$ cat config.mk
export PLATFORM = sky130hd
export DESIGN_NAME = bba_tree_ram
export DESIGN_NICKNAME = d
export VERILOG_FILES = /design/src/rtl/core/bba_pkg.sv /design/src/rtl/core/bba_tree_ram.sv
export SDC_FILE = /design/constraint.sdc
export NUM_CORES = 2
export LEC_CHECK = 0
export BUFFER_PORTS_ARGS = -buffer_cell sky130_fd_sc_hd__buf_4
export CORE_UTILIZATION = 50
export CTS_BUF_LIST = sky130_fd_sc_hd__clkbuf_16
export DETAILED_ROUTE_END_ITERATION = 10
export PLACE_DENSITY = 0.73
export SYNTH_ARGS = -nofsm -noshare
export SYNTH_HDL_FRONTEND = slang
export SYNTH_SLANG_ARGS = --single-unit
$ cat constraint.sdc
create_clock -name clk_i -period 68.4 [get_ports clk_i]
set_input_delay 3.42 -clock clk_i [delete_from_list [all_inputs] [get_ports clk_i]]
set_output_delay 3.42 -clock clk_i [all_outputs]
set_load 0.01 [all_outputs]
$ cat src/rtl/core/bba_pkg.sv
// Types, constants and tree index helpers shared by the buddy allocator modules.
`default_nettype none

package bba_pkg;

  localparam int unsigned POOL_LOG2      = 16;
  localparam int unsigned MIN_BLOCK_LOG2 = 6;
  localparam int unsigned LEVELS         = POOL_LOG2 - MIN_BLOCK_LOG2 + 1;
  localparam int unsigned NODES          = (2 ** LEVELS) - 1;
  localparam int unsigned IDX_W          = LEVELS;
  localparam int unsigned LVL_W          = $clog2(LEVELS + 1);
  localparam int unsigned SH_W           = $clog2(POOL_LOG2 + 1);
  localparam int unsigned REQ_W          = 17;
  localparam int unsigned OFF_W          = 16;
  localparam int unsigned USED_W         = POOL_LOG2 + 1;
  localparam int unsigned STAT_W         = 3;

  localparam logic [USED_W-1:0] POOL_SIZE = USED_W'(1) << POOL_LOG2;

  typedef enum logic [1:0] {
    NODE_FREE  = 2'd0,
    NODE_ALLOC = 2'd1,
    NODE_SPLIT = 2'd2
  } node_e;

  typedef enum logic [STAT_W-1:0] {
    STAT_OK        = 3'd0,
    STAT_TOO_LARGE = 3'd1,
    STAT_NO_MEM    = 3'd2,
    STAT_NO_SLOT   = 3'd3,
    STAT_OUTSIDE   = 3'd4,
    STAT_NOT_ALLOC = 3'd5
  } status_e;

  typedef enum logic [2:0] {
    W_IDLE,
    W_A_VISIT,
    W_A_ASCEND,
    W_A_MARK,
    W_F_LOOK,
    W_F_WRITE,
    W_F_MERGE,
    W_DONE
  } walk_state_e;

  typedef struct packed {
    logic             we;
    logic [IDX_W-1:0] waddr;
    node_e            wdata;
    logic [IDX_W-1:0] raddr;
  } mem_req_t;

  typedef struct packed {
    status_e           status;
    logic [OFF_W-1:0]  offset;
    logic [USED_W-1:0] used;
  } result_t;

  function automatic logic [IDX_W-1:0] node_parent(input logic [IDX_W-1:0] idx);
    return (idx - IDX_W'(1)) >> 1;
  endfunction

  function automatic logic [IDX_W-1:0] node_buddy(input logic [IDX_W-1:0] idx);
    return idx[0] ? idx + IDX_W'(1) : idx - IDX_W'(1);
  endfunction

  function automatic logic [USED_W-1:0] level_bytes(input logic [LVL_W-1:0] lvl);
    return POOL_SIZE >> lvl;
  endfunction

  function automatic logic [IDX_W-1:0] level_base(input logic [LVL_W-1:0] lvl);
    return ~({IDX_W{1'b1}} << lvl);
  endfunction

  function automatic logic [SH_W-1:0] level_shift(input logic [LVL_W-1:0] lvl);
    return SH_W'(POOL_LOG2) - SH_W'(lvl);
  endfunction

  // Deepest level whose block still holds the request.
  function automatic logic [LVL_W-1:0] fit_level(input logic [REQ_W-1:0] req);
    logic [LVL_W-1:0] t;
    t = '0;
    for (int l = 1; l < LEVELS; l++) begin
      if (level_bytes(LVL_W'(l)) >= USED_W'(req)) begin
        t = LVL_W'(l);
      end
    end
    return t;
  endfunction

  function automatic logic [IDX_W-1:0] free_cand(input logic [OFF_W-1:0] off,
                                                 input logic [LVL_W-1:0] lvl);
    return level_base(lvl) + IDX_W'(off >> level_shift(lvl));
  endfunction

  function automatic logic free_aligned(input logic [OFF_W-1:0] off,
                                        input logic [LVL_W-1:0] lvl);
    logic [USED_W-1:0] m;
    m = (USED_W'(1) << level_shift(lvl)) - USED_W'(1);
    return (USED_W'(off) & m) == '0;
  endfunction

  function automatic logic [OFF_W-1:0] alloc_offset(input logic [IDX_W-1:0] idx,
                                                    input logic [LVL_W-1:0] lvl);
    logic [IDX_W-1:0] k;
    k = idx - level_base(lvl);
    return OFF_W'(OFF_W'(k) << level_shift(lvl));
  endfunction

endpackage

`default_nettype wire

$ cat src/rtl/core/bba_tree_ram.sv
// Node state memory of the buddy tree with its clearing sweep after reset.
`default_nettype none

module bba_tree_ram (
  input  logic              clk_i,
  input  logic              rst_ni,
  input  bba_pkg::mem_req_t mem_req_i,
  output bba_pkg::node_e    rd_o,
  output logic              init_done_o
);
  import bba_pkg::*;

  node_e            node_mem_q [NODES];
  node_e            rd_q;
  logic             clr_busy_q, clr_busy_d;
  logic [IDX_W-1:0] clr_cnt_q, clr_cnt_d;
  logic             wr_en;
  logic [IDX_W-1:0] wr_addr;
  node_e            wr_data;

  always_comb begin
    clr_cnt_d  = clr_cnt_q;
    clr_busy_d = clr_busy_q;
    if (clr_busy_q) begin
      clr_cnt_d = clr_cnt_q + IDX_W'(1);
      if (clr_cnt_q == IDX_W'(NODES - 1)) begin
        clr_busy_d = 1'b0;
      end
    end
  end

  assign wr_en   = clr_busy_q || mem_req_i.we;
  assign wr_addr = clr_busy_q ? clr_cnt_q : mem_req_i.waddr;
  assign wr_data = clr_busy_q ? NODE_FREE : mem_req_i.wdata;

  always_ff @(posedge clk_i or negedge rst_ni) begin
    if (!rst_ni) begin
      clr_busy_q <= 1'b1;
      clr_cnt_q  <= '0;
    end else begin
      clr_busy_q <= clr_busy_d;
      clr_cnt_q  <= clr_cnt_d;
    end
  end

  always_ff @(posedge clk_i) begin
    if (wr_en) begin
      node_mem_q[wr_addr] <= wr_data;
    end
    rd_q <= node_mem_q[mem_req_i.raddr];
  end

  assign rd_o        = rd_q;
  assign init_done_o = !clr_busy_q;

endmodule

`default_nettype wire

# Word-level counts from Yosys, hierarchy flattened
# Memory sizes are Yosys's and may differ from the RTL's. A register that Yosys moved wholly into a read port is not among the register bits.
# Index checks and enable logic that the tools add are counted.
[totals] register_bits=12 ram_bits=4094 mem_count=1 input_bits=27
[op_classes] reduce_logical=2 n_addsub=1 n_eq_ne=1 mux=6
[mem_list] memory="node_mem_q" words=2047 word_bits=2 read_ports=1 rd_ports_with_merged_regs=1 wr=1 line="bba_tree_ram.sv:13" text="node_e node_mem_q [NODES];"
[op_table] op="adder 11 x 1 -> 11 bit, second input constant" n=1
[op_table] op="== test 11 bit, second input constant" n=1
[op_table] op="two-way mux 11 bit" n=1
[op_table] op="two-way mux 1 bit" n=4
[op_table] op="two-way mux 2 bit" n=1
[op_table] op="zero test 1 bit" n=1
[op_table] op="logical OR 1 bit" n=1

# Longest topological paths before layout
[depth] depth_word=3 mapped_depth=16 mapped_depth_nobuf=9

# Least setup slack after synthesis
# Ideal clock, no wire load.
[synth_path] path_type="input -> register" start="in mem_req_i[11] in the netlist's numbering" end="mem node_mem_q[0][0] in the netlist's numbering (data pin)" setup_slack_ns=6.271 cell_stages=1 setup_ns=10.139 arrival_ns=51.990 cell_sequence="nor2b_1"
[synth_between] elab_chain_cells=1
[synth_rtl] item="start: declaration" line="bba_tree_ram.sv:7" text="input bba_pkg::mem_req_t mem_req_i,"
[synth_rtl] item="two-way mux 2 bit" line="bba_tree_ram.sv:34" text="assign wr_data = clr_busy_q ? NODE_FREE : mem_req_i.wdata;"
[synth_rtl] item="end: declaration" line="bba_tree_ram.sv:13"
# No other way between the ends.

==> results.py <==
metrics = {
    "floorplan": {
        "start_util": 0.502,
        "die-area_mm2": 0.340,
        "core.rowCount": 213,
        "coreArea_mm2": 0.336,
        "io_pins": 30,
        "die_height_um": 583,
        "die_x_um": 583,
    },
    "clocking": {
        "clock-sinks": 4108,
        "hold_buffers": 0,
        "cts_resized": 0,
        "clkTransAtPathRegs_ns": 0.06,
        "cts_buffers": 401,
        "cts_tree": "built",
        "h-tree-depth": 5,
        "cts_max_path_buffers": 4,
        "cts_setup_buffers": 0,
        "cts_root_buf": "clkbuf_16",
        "worstSkewPairLatency_ns": 0.97,
    },
    "critical_path": {
        "worstPathMaxFanout": 101,
        "required_ns": 69.25,
        "cp_num_buf_inv": 6,
        "worst-path-stages": 14,
        "critPathArrivalTime_ns": 10.90,
        "crit_type": "primary input to register",
        "crit_family": "buffers and inverters",
        "cp_slowest_cell": "buf_4",
        "r2r-start": "clr_busy_q",
        "cpMostUsedCell": "buf_4",
        "start_kind": "primary input",
        "cp-end-kind": "register",
        "worst-r2r-cell-count": 6,
        "reg2reg_to": "node_mem_q[687][1]",
        "regToRegSetupSlack_ns": 62.76,
        "crit_chain": "buf_16 -> buf_4 -> buf_4 -> buf_12 -> buf_4 -> buf_4 -> mux2i_1 -> o221ai_1 -> o22ai_1 -> nor3_1 -> nor4_1 -> nor4_1 -> a31oi_1 -> o311ai_1",
        "cpPeakStageDelay_ns": 0.88,
    },
    "timing": {
        "rsz0062_at_grt": "no",
        "fin_tns_setup_ns": 0,
        "fin_crit_ns": 10.06,
        "fmax_mhz": 99.4,
        "worst_clock_skew_ns": 0.0686,
        "slew_violations": 0,
        "finalSetupViolCount": 0,
        "hold_viol_final": 0,
        "fin_hold_ws_ns": 0.515,
        "worst_pin_slew_ns": 1.47,
        "min_period_over_period": 0.147,
        "slew_headroom": 0.00895,
    },
    "route": {
        "drcViolationCount": 0,
        "viasPerCell": 6.63,
        "wl_per_cell_um": 32.8,
        "drtAntennaViolNets": 0,
        "first_iter_violations": 15648,
        "wirelength_um": 478000,
        "num_vias": 96670,
        "drt_first_pass_iters": 6,
    },
    "min_path": {
        "hold_path_class": "register to register",
        "worstHoldEndpoint": "clr_cnt_q[7]",
        "holdCritStartpoint": "clr_cnt_q[7]",
        "holdPathStages": 1,
    },
    "place": {
        "place_congestion": 0.842,
        "io_buffers": 29,
        "hpwl_um": 260000,
        "dpl.cell_count": 13812,
        "placed_area_mm2": 0.172,
    },
    "run_status": {
        "violations": "capacitance limit",
        "status": "finished, violations left",
    },
    "global_routing": {
        "grt_pass1_wl_um": 675000,
        "overflow": 0,
        "grt_max_degree": 267,
        "grt_usage": 0.277,
        "grt_pass1_vias": 95937,
        "grt_antenna_before_repair": 25,
    },
    "yosys": {
        "synth.ff_latch_count": 4108,
        "synth-simple-area-share": 0.0622,
        "synth-xor-area-share": 0.000519,
        "synthArstFlopShare": 0.00292,
        "synth_compound_area_frac": 0.0371,
        "synth.mux.area_fraction": 0.141,
        "synth_area_mm2": 0.169,
        "yosys_warnings": 0,
        "synth-edff-count": 4094,
        "avgSynthCellArea_um2": 17.1,
        "yosysUniqueCellTypes": 81,
        "synth_flop_cell": "edfxtp_1",
        "synth_top_family_by_area": "multiplexers",
        "seq_area_frac_synth": 0.730,
        "synthAdderAreaFrac": 0.000148,
        "synthCells": 9887,
        "synth_nets": 9916,
    },
    "final_layout": {
        "final_cell_mix": "edfxtp_1 (4094), nor2_1 (2119), mux4_2 (754)",
        "drive_above_1_share": 0.163,
        "mostFrequentLayoutCell": "edfxtp_1",
        "stdcell_count": 14572,
        "design_area_mm2": 0.185,
        "layout.nets": 9729,
        "synthToLayoutAreaGrowth_pct": 9.57,
    },
    "pwr": {
        "p_total_w": 0.00521,
        "comb_power_share": 0.050,
        "p_seq_frac": 0.532,
        "clock_power_share": 0.418,
        "irDropWorstVdd_mv": 0.0250,
        "p_int_w": 0.00407,
        "power.density_mw_per_mm2": 28.2,
        "p_switching_w": 0.00114,
        "swShare": 0.218,
        "static-leakage-power_nw": 56.9,
    },
    "run": {
        "drv_cap": 1,
    },
}
## kinds of logic (layout without fill, tap and decap cells)
kind of cell / count (synthesis) / after routing
AOI/OAI and AO/OA: 877 / 877
xor gates and xnor gates: 10 / 10
adders and majority gates: 2 / 2
buffers and inverters: 849 / 995
DFF: 4108 / 4108
muxes: 1400 / 1400
other: 0 / 24
and+or+nand+nor: 2641 / 2641
## synth_stat cells (7+ instances only)
master / count / area share
edfxtp_1: 4094 / 0.73
nor2_1: 2136 / 0.047
mux4_2: 754 / 0.10
mux2i_1: 616 / 0.037
clkbuf_1: 517 / 0.011
o221ai_1: 240 / 0.012
nand2_1: 193 / 0.0043
a21oi_1: 183 / 0.0054
o22ai_1: 139 / 0.0052
nor3_1: 111 / 0.0033
buf_2: 91 / 0.0027
a22oi_1: 86 / 0.0038
nand3_1: 67 / 0.0020
buf_4: 60 / 0.0027
buf_6: 60 / 0.0040
o21ai_0: 44 / 0.0013
buf_8: 37 / 0.0033
buf_1: 35 / 0.00078
buf_12: 35 / 0.0041
nand4_1: 31 / 0.0011
a211oi_1: 29 / 0.0013
nand2b_1: 28 / 0.0010
a31oi_1: 23 / 0.00085
o211ai_1: 19 / 0.00084
mux4_1: 17 / 0.0026
nor4_1: 14 / 0.00052
mux2_2: 13 / 0.00087
or2_2: 13 / 0.00048
a32oi_1: 12 / 0.00062
o21ai_1: 12 / 0.00036
dfrtp_1: 11 / 0.0016
or3_1: 11 / 0.00041
inv_1: 10 / 0.00022
o31ai_1: 10 / 0.00044
nor2b_1: 9 / 0.00033
and2_1: 8 / 0.00030
xnor2_1: 8 / 0.00041
and3_1: 7 / 0.00026
## power by group through the flow
| stage | sequential (W) | combinational, W | clock [W] |
|---|---|---|---|
| after floorplan | 0.00294 | 0.000167 | 0 |
| after global placement | 0.00282 | 0.000251 | 0 |
| after detailed placement | 0.00282 | 0.000256 | 0 |
| after CTS | 0.00277 | 0.000257 | 0.00218 |
| after global routing | 0.00277 | 0.000270 | 0.00228 |
| final | 0.00277 | 0.000262 | 0.00218 |
## worst register-to-register path: stages (launching register included)
cell and delay, ns:
dfstp_2 0.58, nor2b_4 0.20, buf_4 0.70, buf_12 0.51, buf_4 1.30, buf_12 0.68, buf_4 1.19
## per-layer routing
layer	part of all wire	wire length, um	GRT usage	vias up
li1	-	-	-	38428
met1	0.35	167000	0.365	49604
met2	0.47	223000	0.432	7305
met3	0.13	60400	0.0650	1313
met4	0.058	27600	0.141	20
met5	0.00029	138	0	-
## layout make-up
type	instances	area [um^2]
Fill cell	25259	151000
Clock inverter	333	2840
Antenna cell	24	60.1
Sequential cell	4108	123000
Multi-Input combinational cell	4930	41000
Clock buffer	403	10100
Timing Repair Buffer	245	2060
Inverter	14	67.6
Tap cell	4515	5650
## worst max-delay path by stage
stage | startpoint | endpoint | slack [ns]
after floorplan | mem_req_i[11] | node_mem_q[0][0] | 6.27
after global placement | mem_req_i[0] | rd_o[0] | 57.43
after detailed placement | mem_req_i[0] | rd_o[0] | 57.46
after CTS | mem_req_i[0] | rd_o[0] | 58.46
after global routing | mem_req_i[0] | rd_o[0] | 58.08
final | mem_req_i[0] | rd_o[0] | 58.34
## per-stage QoR
step	setup WS [ns]	utilization
2_1_floorplan	6.27	-
3_3_place_gp	57.43	0.511
3_5_place_dp	57.46	0.511
4_1_cts	58.46	0.550
5_1_grt	58.08	0.550
6_report	58.34	0.550
## sequential cells by signal (all words and copies together), names as in the netlist
| signal | count |
|---|---|
| clr_busy_q | 1 |
| node_mem_q | 4094 |
| clr_cnt_q | 11 |
| rd_o | 2 |
(Power assumes the default switching activity.)
