## config.mk

```make
export PLATFORM = sky130hd
export DESIGN_NAME = bba_walker
export DESIGN_NICKNAME = d
export VERILOG_FILES = /design/src/rtl/core/bba_pkg.sv /design/src/rtl/core/bba_walker.sv
export SDC_FILE = /design/constraint.sdc
export NUM_CORES = 1
export LEC_CHECK = 0
export BUFFER_PORTS_ARGS = -buffer_cell sky130_fd_sc_hd__buf_2
export CAP_MARGIN = 30
export CORE_MARGIN = 1
export CORE_UTILIZATION = 56
export DETAILED_ROUTE_END_ITERATION = 16
export HOLD_SLACK_MARGIN = 0.1
export PLACE_DENSITY = 0.82
export SYNTH_ARGS = -nofsm -noshare
export SYNTH_HDL_FRONTEND = slang
export SYNTH_SLANG_ARGS = --single-unit
```

## constraint.sdc

```tcl
create_clock -name clk_i -period 7.67 [get_ports clk_i]
set_input_delay 1.534 -clock clk_i [delete_from_list [all_inputs] [get_ports clk_i]]
set_output_delay 1.534 -clock clk_i [all_outputs]
set_load 0.05 [all_outputs]
```

## src/rtl/core/bba_pkg.sv

```systemverilog
// Types, constants and tree index helpers shared by the buddy allocator modules.
`default_nettype none

package bba_pkg;

  localparam int unsigned POOL_LOG2      = 16;
  localparam int unsigned MIN_BLOCK_LOG2 = 6;
  localparam int unsigned LEVELS         = POOL_LOG2 - MIN_BLOCK_LOG2 + 1;
  localparam int unsigned NODES          = (2 ** LEVELS) - 1;
  localparam int unsigned IDX_W          = LEVELS;
  localparam int unsigned LVL_W          = $clog2(LEVELS + 1);
  localparam int unsigned SH_W           = $clog2(POOL_LOG2 + 1);
  localparam int unsigned REQ_W          = 17;
  localparam int unsigned OFF_W          = 16;
  localparam int unsigned USED_W         = POOL_LOG2 + 1;
  localparam int unsigned STAT_W         = 3;

  localparam logic [USED_W-1:0] POOL_SIZE = USED_W'(1) << POOL_LOG2;

  typedef enum logic [1:0] {
    NODE_FREE  = 2'd0,
    NODE_ALLOC = 2'd1,
    NODE_SPLIT = 2'd2
  } node_e;

  typedef enum logic [STAT_W-1:0] {
    STAT_OK        = 3'd0,
    STAT_TOO_LARGE = 3'd1,
    STAT_NO_MEM    = 3'd2,
    STAT_NO_SLOT   = 3'd3,
    STAT_OUTSIDE   = 3'd4,
    STAT_NOT_ALLOC = 3'd5
  } status_e;

  typedef enum logic [2:0] {
    W_IDLE,
    W_A_VISIT,
    W_A_ASCEND,
    W_A_MARK,
    W_F_LOOK,
    W_F_WRITE,
    W_F_MERGE,
    W_DONE
  } walk_state_e;

  typedef struct packed {
    logic             we;
    logic [IDX_W-1:0] waddr;
    node_e            wdata;
    logic [IDX_W-1:0] raddr;
  } mem_req_t;

  typedef struct packed {
    status_e           status;
    logic [OFF_W-1:0]  offset;
    logic [USED_W-1:0] used;
  } result_t;

  function automatic logic [IDX_W-1:0] node_parent(input logic [IDX_W-1:0] idx);
    return (idx - IDX_W'(1)) >> 1;
  endfunction

  function automatic logic [IDX_W-1:0] node_buddy(input logic [IDX_W-1:0] idx);
    return idx[0] ? idx + IDX_W'(1) : idx - IDX_W'(1);
  endfunction

  function automatic logic [USED_W-1:0] level_bytes(input logic [LVL_W-1:0] lvl);
    return POOL_SIZE >> lvl;
  endfunction

  function automatic logic [IDX_W-1:0] level_base(input logic [LVL_W-1:0] lvl);
    return ~({IDX_W{1'b1}} << lvl);
  endfunction

  function automatic logic [SH_W-1:0] level_shift(input logic [LVL_W-1:0] lvl);
    return SH_W'(POOL_LOG2) - SH_W'(lvl);
  endfunction

  // Deepest level whose block still holds the request.
  function automatic logic [LVL_W-1:0] fit_level(input logic [REQ_W-1:0] req);
    logic [LVL_W-1:0] t;
    t = '0;
    for (int l = 1; l < LEVELS; l++) begin
      if (level_bytes(LVL_W'(l)) >= USED_W'(req)) begin
        t = LVL_W'(l);
      end
    end
    return t;
  endfunction

  function automatic logic [IDX_W-1:0] free_cand(input logic [OFF_W-1:0] off,
                                                 input logic [LVL_W-1:0] lvl);
    return level_base(lvl) + IDX_W'(off >> level_shift(lvl));
  endfunction

  function automatic logic free_aligned(input logic [OFF_W-1:0] off,
                                        input logic [LVL_W-1:0] lvl);
    logic [USED_W-1:0] m;
    m = (USED_W'(1) << level_shift(lvl)) - USED_W'(1);
    return (USED_W'(off) & m) == '0;
  endfunction

  function automatic logic [OFF_W-1:0] alloc_offset(input logic [IDX_W-1:0] idx,
                                                    input logic [LVL_W-1:0] lvl);
    logic [IDX_W-1:0] k;
    k = idx - level_base(lvl);
    return OFF_W'(OFF_W'(k) << level_shift(lvl));
  endfunction

endpackage

`default_nettype wire

```

## src/rtl/core/bba_walker.sv

```systemverilog
// Sequencer that walks the buddy tree one node per cycle for allocate and free.
`default_nettype none

module bba_walker (
  input  logic                       clk_i,
  input  logic                       rst_ni,
  input  logic                       init_done_i,
  input  logic                       in_valid_i,
  output logic                       in_ready_o,
  input  logic                       mode_i,
  input  logic [bba_pkg::REQ_W-1:0]  req_bytes_i,
  input  logic [bba_pkg::OFF_W-1:0]  free_offset_i,
  output bba_pkg::mem_req_t          mem_req_o,
  input  bba_pkg::node_e             rd_i,
  output logic                       res_valid_o,
  input  logic                       res_ready_i,
  output bba_pkg::result_t           res_o
);
  import bba_pkg::*;

  walk_state_e       state_q, state_d;
  logic [IDX_W-1:0]  cur_q, cur_d;
  logic [LVL_W-1:0]  lvl_q, lvl_d;
  logic [LVL_W-1:0]  tgt_q, tgt_d;
  logic [OFF_W-1:0]  foff_q, foff_d;
  status_e           stat_q, stat_d;
  logic [OFF_W-1:0]  boff_q, boff_d;
  logic [USED_W-1:0] used_q, used_d;

  logic             accept;
  logic             req_too_large, req_no_mem, off_outside;
  logic             at_tgt, a_prune, a_found;
  logic             cur_root, cur_left, par_root;
  logic [IDX_W-1:0] cur_par, cur_child;
  logic             f_hit, last_lvl;
  logic             use_buddy;

  assign in_ready_o    = (state_q == W_IDLE) && init_done_i;
  assign accept        = in_valid_i && in_ready_o;
  assign req_too_large = USED_W'(req_bytes_i) > POOL_SIZE;
  assign req_no_mem    = USED_W'(req_bytes_i) > (POOL_SIZE - used_q);
  assign off_outside   = USED_W'(free_offset_i) >= POOL_SIZE;

  assign at_tgt    = lvl_q == tgt_q;
  assign a_prune   = (rd_i == NODE_ALLOC) || (at_tgt && (rd_i != NODE_FREE));
  assign a_found   = at_tgt && (rd_i == NODE_FREE);
  assign cur_root  = cur_q == '0;
  assign cur_left  = cur_q[0];
  assign cur_par   = node_parent(cur_q);
  assign par_root  = cur_par == '0;
  assign cur_child = {cur_q[IDX_W-2:0], 1'b1};
  assign f_hit     = free_aligned(foff_q, lvl_q) && (rd_i == NODE_ALLOC);
  assign last_lvl  = lvl_q == LVL_W'(LEVELS - 1);

  always_comb begin
    state_d = state_q;
    case (state_q)
      W_IDLE: begin
        if (accept) begin
          if (!mode_i) begin
            state_d = (req_too_large || req_no_mem) ? W_DONE : W_A_VISIT;
          end else begin
            state_d = off_outside ? W_DONE : W_F_LOOK;
          end
        end
      end
      W_A_VISIT: begin
        if (a_prune) begin
          state_d = W_A_ASCEND;
        end else if (a_found) begin
          state_d = cur_root ? W_DONE : W_A_MARK;
        end
      end
      W_A_ASCEND: begin
        if (cur_root) begin
          state_d = W_DONE;
        end else if (cur_left) begin
          state_d = W_A_VISIT;
        end
      end
      W_A_MARK: begin
        if (par_root) begin
          state_d = W_DONE;
        end
      end
      W_F_LOOK: begin
        if (f_hit) begin
          state_d = W_F_WRITE;
        end else if (last_lvl) begin
          state_d = W_DONE;
        end
      end
      W_F_WRITE: begin
        state_d = cur_root ? W_DONE : W_F_MERGE;
      end
      W_F_MERGE: begin
        if ((rd_i != NODE_FREE) || par_root) begin
          state_d = W_DONE;
        end
      end
      W_DONE: begin
        if (res_ready_i) begin
          state_d = W_IDLE;
        end
      end
      default: begin
        state_d = W_IDLE;
      end
    endcase
  end

  always_comb begin
    cur_d           = cur_q;
    lvl_d           = lvl_q;
    tgt_d           = tgt_q;
    foff_d          = foff_q;
    stat_d          = stat_q;
    boff_d          = boff_q;
    used_d          = used_q;
    use_buddy       = 1'b0;
    mem_req_o.we    = 1'b0;
    mem_req_o.waddr = cur_q;
    mem_req_o.wdata = NODE_FREE;
    case (state_q)
      W_IDLE: begin
        if (accept) begin
          cur_d  = '0;
          lvl_d  = '0;
          tgt_d  = fit_level(req_bytes_i);
          foff_d = free_offset_i;
          boff_d = '0;
          stat_d = STAT_OK;
          if (!mode_i) begin
            if (req_too_large) begin
              stat_d = STAT_TOO_LARGE;
            end else if (req_no_mem) begin
              stat_d = STAT_NO_MEM;
            end
          end else if (off_outside) begin
            stat_d = STAT_OUTSIDE;
          end
        end
      end
      W_A_VISIT: begin
        if (a_prune) begin
          cur_d = cur_q;
        end else if (a_found) begin
          mem_req_o.we    = 1'b1;
          mem_req_o.wdata = NODE_ALLOC;
          used_d          = used_q + level_bytes(tgt_q);
          boff_d          = alloc_offset(cur_q, tgt_q);
        end else begin
          cur_d = cur_child;
          lvl_d = lvl_q + LVL_W'(1);
        end
      end
      W_A_ASCEND: begin
        if (cur_root) begin
          stat_d = STAT_NO_SLOT;
        end else if (cur_left) begin
          cur_d = cur_q + IDX_W'(1);
        end else begin
          cur_d = cur_par;
          lvl_d = lvl_q - LVL_W'(1);
        end
      end
      W_A_MARK: begin
        mem_req_o.we    = 1'b1;
        mem_req_o.waddr = cur_par;
        mem_req_o.wdata = NODE_SPLIT;
        cur_d           = cur_par;
      end
      W_F_LOOK: begin
        if (f_hit) begin
          used_d = used_q - level_bytes(lvl_q);
        end else if (last_lvl) begin
          stat_d = STAT_NOT_ALLOC;
        end else begin
          lvl_d = lvl_q + LVL_W'(1);
          cur_d = free_cand(foff_q, lvl_q + LVL_W'(1));
        end
      end
      W_F_WRITE: begin
        mem_req_o.we = 1'b1;
        use_buddy    = 1'b1;
      end
      W_F_MERGE: begin
        if (rd_i == NODE_FREE) begin
          mem_req_o.we    = 1'b1;
          mem_req_o.waddr = cur_par;
          cur_d           = cur_par;
          use_buddy       = 1'b1;
        end
      end
      W_DONE: begin
        cur_d = cur_q;
      end
      default: begin
        cur_d = cur_q;
      end
    endcase
    mem_req_o.raddr = use_buddy ? node_buddy(cur_d) : cur_d;
  end

  always_ff @(posedge clk_i or negedge rst_ni) begin
    if (!rst_ni) begin
      state_q <= W_IDLE;
      cur_q   <= '0;
      lvl_q   <= '0;
      tgt_q   <= '0;
      foff_q  <= '0;
      stat_q  <= STAT_OK;
      boff_q  <= '0;
      used_q  <= '0;
    end else begin
      state_q <= state_d;
      cur_q   <= cur_d;
      lvl_q   <= lvl_d;
      tgt_q   <= tgt_d;
      foff_q  <= foff_d;
      stat_q  <= stat_d;
      boff_q  <= boff_d;
      used_q  <= used_d;
    end
  end

  assign res_valid_o   = state_q == W_DONE;
  assign res_o.status  = stat_q;
  assign res_o.offset  = boff_q;
  assign res_o.used    = used_q;

endmodule

`default_nettype wire

```

* After elaboration in Yosys (flattened, before gate mapping)
Cells that the tools add are included.
** Operators by class
- Add/sub/neg operators :: 15
- Magnitude comparators :: 12
- Eq/ne operators :: 27
- Shifts and indexed selects :: 7
- Muxes and demuxes :: 70
- Bitwise operators :: 3
- Reduce and logical (&&, ||, !) cells :: 25
** Operator list (number)
- 2-to-1 mux 11 bit :: 10
- case mux 11 bit (6 select lines) :: 1
- 2-to-1 mux 4 bit :: 16
- 2-to-1 mux 3 bit :: 18
- 2-to-1 mux 17 bit :: 3
- 2-to-1 mux 16 bit :: 3
- case mux 17 bit (2 select lines) :: 1
- right shift 17 x 4 -> 17 bit (first input constant) :: 2
- case mux 16 bit (2 select lines) :: 1
- inequality test 2 bit (second input constant) :: 13
- case mux 3 bit (8 select lines) :: 1
- adder 11 x 1 -> 11 bit (second input constant) :: 2
- logical NOT 11 bit :: 2
- inverter 11 bit :: 2
- case mux 11 bit (2 select lines) :: 1
- << shifter 11 x 4 -> 11 bit (first input constant) :: 2
- subtractor 11 x 1 -> 11 bit (second input constant) :: 2
- adder 17 bit :: 1
- bitwise AND 16 x 17 -> 17 bit :: 1
- >= comparator 10 x 17 -> 1 bit (first input constant) :: 1
- >= comparator 11 x 17 -> 1 bit (first input constant) :: 1
- >= comparator 12 x 17 -> 1 bit (first input constant) :: 1
- >= comparator 13 x 17 -> 1 bit (first input constant) :: 1
- >= comparator 14 x 17 -> 1 bit (first input constant) :: 1
- other kinds (48) :: 72
** Storage, ports and cells
- Register bits after elaboration :: 74
- Input port bits :: 41
- Output and inout port bits :: 63

* Logic depth before layout (Yosys ltp)
- Depth after elaboration :: 11
- Mapped depth :: 29
- Depth with buffers taken out :: 26

* Least setup slack after synthesis
OpenSTA, ideal clock, no wires.
- Kind :: register -> output
- Start point :: reg lvl_q[0]
- End point :: out mem_req_o[4] (netlist bit)
- Data arrival time :: 6.428 ns
- Slack :: -0.292 ns
- Stages on the path, launching flop included :: 26
- Buffers on the path :: 5
- Cell sequence :: dfrtp_1 > buf_2 > inv_1 > clkbuf_1 > ha_1 > ha_1 > clkbuf_1 > clkbuf_1 > nor2_1 > nand2_1 > ha_1 > o21ai_0 > nor3b_1 > mux2_2 > nand4_1 > o21ai_1 > buf_2 > o21ai_0 > a31oi_1 > a221o_1 > ha_1 > inv_1 > o31ai_1 > a21oi_1 > xor2_1 > o21ai_0
** RTL lines
- from (decl) :: RTL line bba_walker.sv:23 : logic [LVL_W-1:0] lvl_q, lvl_d;
- from (signal assigned) :: RTL line bba_walker.sv:218 : lvl_q <= lvl_d;
- to (decl) :: RTL line bba_walker.sv:13 : output bba_pkg::mem_req_t mem_req_o,

==> qor.json <==
{
  "status": "complete, no violations",
  "finalHoldViolations": 0,
  "hpwl_after_detailed_placement_um": 22100,
  "antenna_cells": 0,
  "timing.slew.headroom": 0.356,
  "synth.yosys.seq_area_share": 0.188,
  "drt-total-wl_um": 30000,
  "drive_gt1_frac": 0.177,
  "synth-main-ff-cell": "sky130_fd_sc_hd__dfrtp_1",
  "dr_total_vias": 10500,
  "syn_area_mm2": 0.00971,
  "cell_by_cell_listing_of_the_critical_path": "buf_4 > or4_1 > o21a_2 > nor2_1 > nand2_1 > ha_2 > or4_1 > a21boi_1 > nor3_2 > nand4_1 > buf_4 > o21ai_4 > o21ai_1 > a31oi_2 > a221o_1 > fa_1 > a21oi_1 > nor2b_1 > o21ai_0 > nand2b_1 > a21oi_1 > xnor2_1 > mux2_2 > clkbuf_4",
  "synth-edff-count": 0,
  "tritoncts.num_buffers": 9,
  "cts.root.buffer_cell": "sky130_fd_sc_hd__clkbuf_16",
  "critPathLaunchType": "flop",
  "clock_tree.buffer_depth": 2,
  "synthDominantAreaCellType": "sky130_fd_sc_hd__dfrtp_1",
  "critPathBufInv": 3,
  "crit_arrival_ps": 5960,
  "clkSinkCount": 73,
  "postSynthNetCount": 1455,
  "synth_async_sr_flop_share": 1.00,
  "post_route_fraction_of_the_period_consumed_by_the_critical_path": 0.976,
  "crit_path_max_cell_delay_ps": 550,
  "timing.critical_path.fanout_max": 8,
  "design.final.nets": 1546,
  "path_clk_slew_ps": 70,
  "synth_cell_type_count": 92,
  "starting_utilization_of_the_core_area": 0.579,
  "tritoncts": "done",
  "antenna_violating_nets_post_route": 0,
  "worst_ep_required_time_ps": 6140,
  "critPathCaptureType": "output port",
  "cap_viol_max_count": 0,
  "yosys_warnings": 0,
  "synth_area_leaders": "sky130_fd_sc_hd__dfrtp_1 19%, sky130_fd_sc_hd__ha_1 11%, sky130_fd_sc_hd__nand2_1 5.8%",
  "drc": 0,
  "globalRoute.totalOverflow": 0,
  "gp_routability_congestion": 0.973,
  "die_h_um": 134,
  "max_freq_ghz": 0.134,
  "share_of_the_synthesized_area_in_the_top_cell_type": 0.188,
  "register_area_mm2": 0.00183,
  "nFillCells": 1422,
  "floorplan.rows": 47,
  "cts_max_level": 3,
  "finalCoreUtilization": 0.664,
  "die-area_mm2": 0.0179,
  "antenna_violations_before_repair": 0,
  "finalCriticalPeriod_ps": 7490,
  "post_synth_inst_count": 1322,
  "routedWlPerCell_um": 18.3,
  "min-delay-path-class": "flop to flop",
  "place.port_buffers": 102,
  "final_setup_fails": 0,
  "syn_avg_cell_area_um2": 7.34,
  "design.portCount": 104,
  "grt.total_usage": 0.334,
  "report.final.slew_viol_count": 0,
  "vias_in_the_first_global_route": 9626,
  "cpLargestDelayFamily": "compound AO/OA/AOI/OAI gates",
  "core_area_mm2": 0.0168,
  "cts_hold_repair.buffers": 0,
  "area.growth.synth_to_final_pct": 14.6,
  "fp.dieW_um": 134,
  "timing.critical_path.slowest_stage_cell": "sky130_fd_sc_hd__or4_1",
  "least_margin_pin_slew_ps": 953,
  "grt_pass1_wl_um": 48000,
  "yosys_register_bits": 73,
  "insertion_delay_ps": 360,
  "count_of_tritonroute_iterations_in_the_first_routing_pass": 6,
  "fin_worst_skew_ps": 8.33,
  "finalHoldWorstSlack_ps": 478,
  "grt_start_max_net_pins": 74,
  "vias_per_cell": 6.44,
  "area_occupied_by_multi_input_gates_mm2": 0.00745,
  "critPathKind": "flop to output port",
  "drt-initial-drc-count": 1028
}
[per-layer routing]
metal,vias up,share of wire,track usage
met5,-,0,0
met4,0,0.034,0.141
met3,94,0.087,0.0514
met2,558,0.47,0.543
met1,4913,0.41,0.439
li1,4976,-,-
[cell type report]
class,instances,area share
Multi-Input combinational cell,1103,0.670
Inverter,68,0.0229
Clock inverter,5,0.00697
Timing Repair Buffer,158,0.0883
Clock buffer,11,0.0227
Tap cell,220,0.0247
Sequential cell,73,0.165
[final timing paths]
path                                            start                     end  slack [ps]  depth (start not counted)
max in group asynchronous                      rst_ni   foff_q[9]$_DFFE_PN0P_        5980                          2
worst min register to register  boff_q[5]$_DFFE_PN0P_   boff_q[5]$_DFFE_PN0P_         480                          2
worst max register to register   tgt_q[0]$_DFFE_PN0P_  used_q[15]$_DFFE_PN0P_        2670                         19
min in group asynchronous                      rst_ni   used_q[2]$_DFFE_PN0P_        1090                          1
worst min-delay path            boff_q[5]$_DFFE_PN0P_   boff_q[5]$_DFFE_PN0P_         480                          2
worst max-delay path             lvl_q[2]$_DFFE_PN0P_            mem_req_o[7]         180                         24
[sequential cells by signal, summed over array words and instances (netlist names)]
register and cells:
cur_q 11, state_q 3, tgt_q 4, stat_q 3, lvl_q 4, boff_q 16, foff_q 16, used_q 16
[synth_stat cells, drive strengths merged (19+ instances only)]
| master | n |
|---|---|
| o21a | 21 |
| inv | 64 |
| o21ai | 109 |
| mux2i | 26 |
| a21oi | 103 |
| a21o | 19 |
| clkbuf | 61 |
| a31oi | 24 |
| xnor2 | 41 |
| nand2 | 149 |
| xor2 | 28 |
| dfrtp | 73 |
| nor3 | 46 |
| nand3 | 30 |
| a211oi | 29 |
| nor2 | 140 |
| ha | 89 |
[tightest hold or removal path, cell delays in order, from the launching register on]
cell,delay [ps]
sky130_fd_sc_hd__dfrtp_1,340
sky130_fd_sc_hd__nand2_1,50
sky130_fd_sc_hd__o21ai_0,60
[cells in the final DEF, fill, tap and decap left out, types with 6 or more instances in the layout]
cell	count
sky130_fd_sc_hd__dfrtp_1	70
sky130_fd_sc_hd__nor4_1	11
sky130_fd_sc_hd__nor2b_1	17
sky130_fd_sc_hd__nand3_1	30
sky130_fd_sc_hd__o21ai_1	9
sky130_fd_sc_hd__o21a_1	19
sky130_fd_sc_hd__mux2i_1	24
sky130_fd_sc_hd__o22ai_1	6
sky130_fd_sc_hd__mux2_2	13
sky130_fd_sc_hd__o2111ai_1	6
sky130_fd_sc_hd__xnor2_1	40
sky130_fd_sc_hd__a22oi_1	6
sky130_fd_sc_hd__o211ai_1	9
sky130_fd_sc_hd__buf_4	52
sky130_fd_sc_hd__a211oi_1	25
sky130_fd_sc_hd__and2_1	9
sky130_fd_sc_hd__ha_1	82
sky130_fd_sc_hd__clkbuf_16	9
sky130_fd_sc_hd__nor3_1	41
sky130_fd_sc_hd__and3_1	14
sky130_fd_sc_hd__nand4_1	9
sky130_fd_sc_hd__o21ai_0	97
sky130_fd_sc_hd__a21oi_1	100
sky130_fd_sc_hd__xor2_1	28
sky130_fd_sc_hd__o31ai_1	11
sky130_fd_sc_hd__or3_1	7
sky130_fd_sc_hd__o21bai_1	6
sky130_fd_sc_hd__inv_1	64
sky130_fd_sc_hd__nand2b_1	14
sky130_fd_sc_hd__buf_2	99
sky130_fd_sc_hd__ha_2	6
sky130_fd_sc_hd__a221o_1	6
sky130_fd_sc_hd__nor2_1	138
sky130_fd_sc_hd__or2_2	7
sky130_fd_sc_hd__a31oi_1	23
sky130_fd_sc_hd__a21o_1	19
sky130_fd_sc_hd__nand2_1	148
[timing repair]
| action | in CTS | in global routing |
|---|---|---|
| setup buffers | 0 | 11 |
| cloned | 1 | 0 |
| setup endpoints to repair | 2 | 6 |
| pin swaps | 2 | 11 |
| resized for setup | 14 | 33 |
[cells by family (layout without fill, tap and decap cells)]
kind of cell,Yosys count,in the layout,share of synthesized area
and+or+nand+nor,476,476,0.229
AOI/OAI and AO/OA,422,422,0.290
buffers and inverters,146,242,0.0588
adders and majority gates,92,92,0.121
DFF,73,73,0.188
xor gates and xnor gates,69,69,0.0623
muxes,43,43,0.0500
other,1,1,0.000386
[through the flow]
stage	std cells	setup TNS, ps	cell area (µm²)	setup slack (ps)
6_report	1638	0	11100	181
5_1_grt	1638	-144	11100	-112
4_1_cts	1626	0	10900	12.3
3_5_place_dp	1609	0	10500	137
3_3_place_gp	1608	0	10500	350
2_1_floorplan	1322	0	9720	29.6
Power is not shown: default switching activity piles up to over one toggle a cycle in this logic, so the estimate is an artifact.
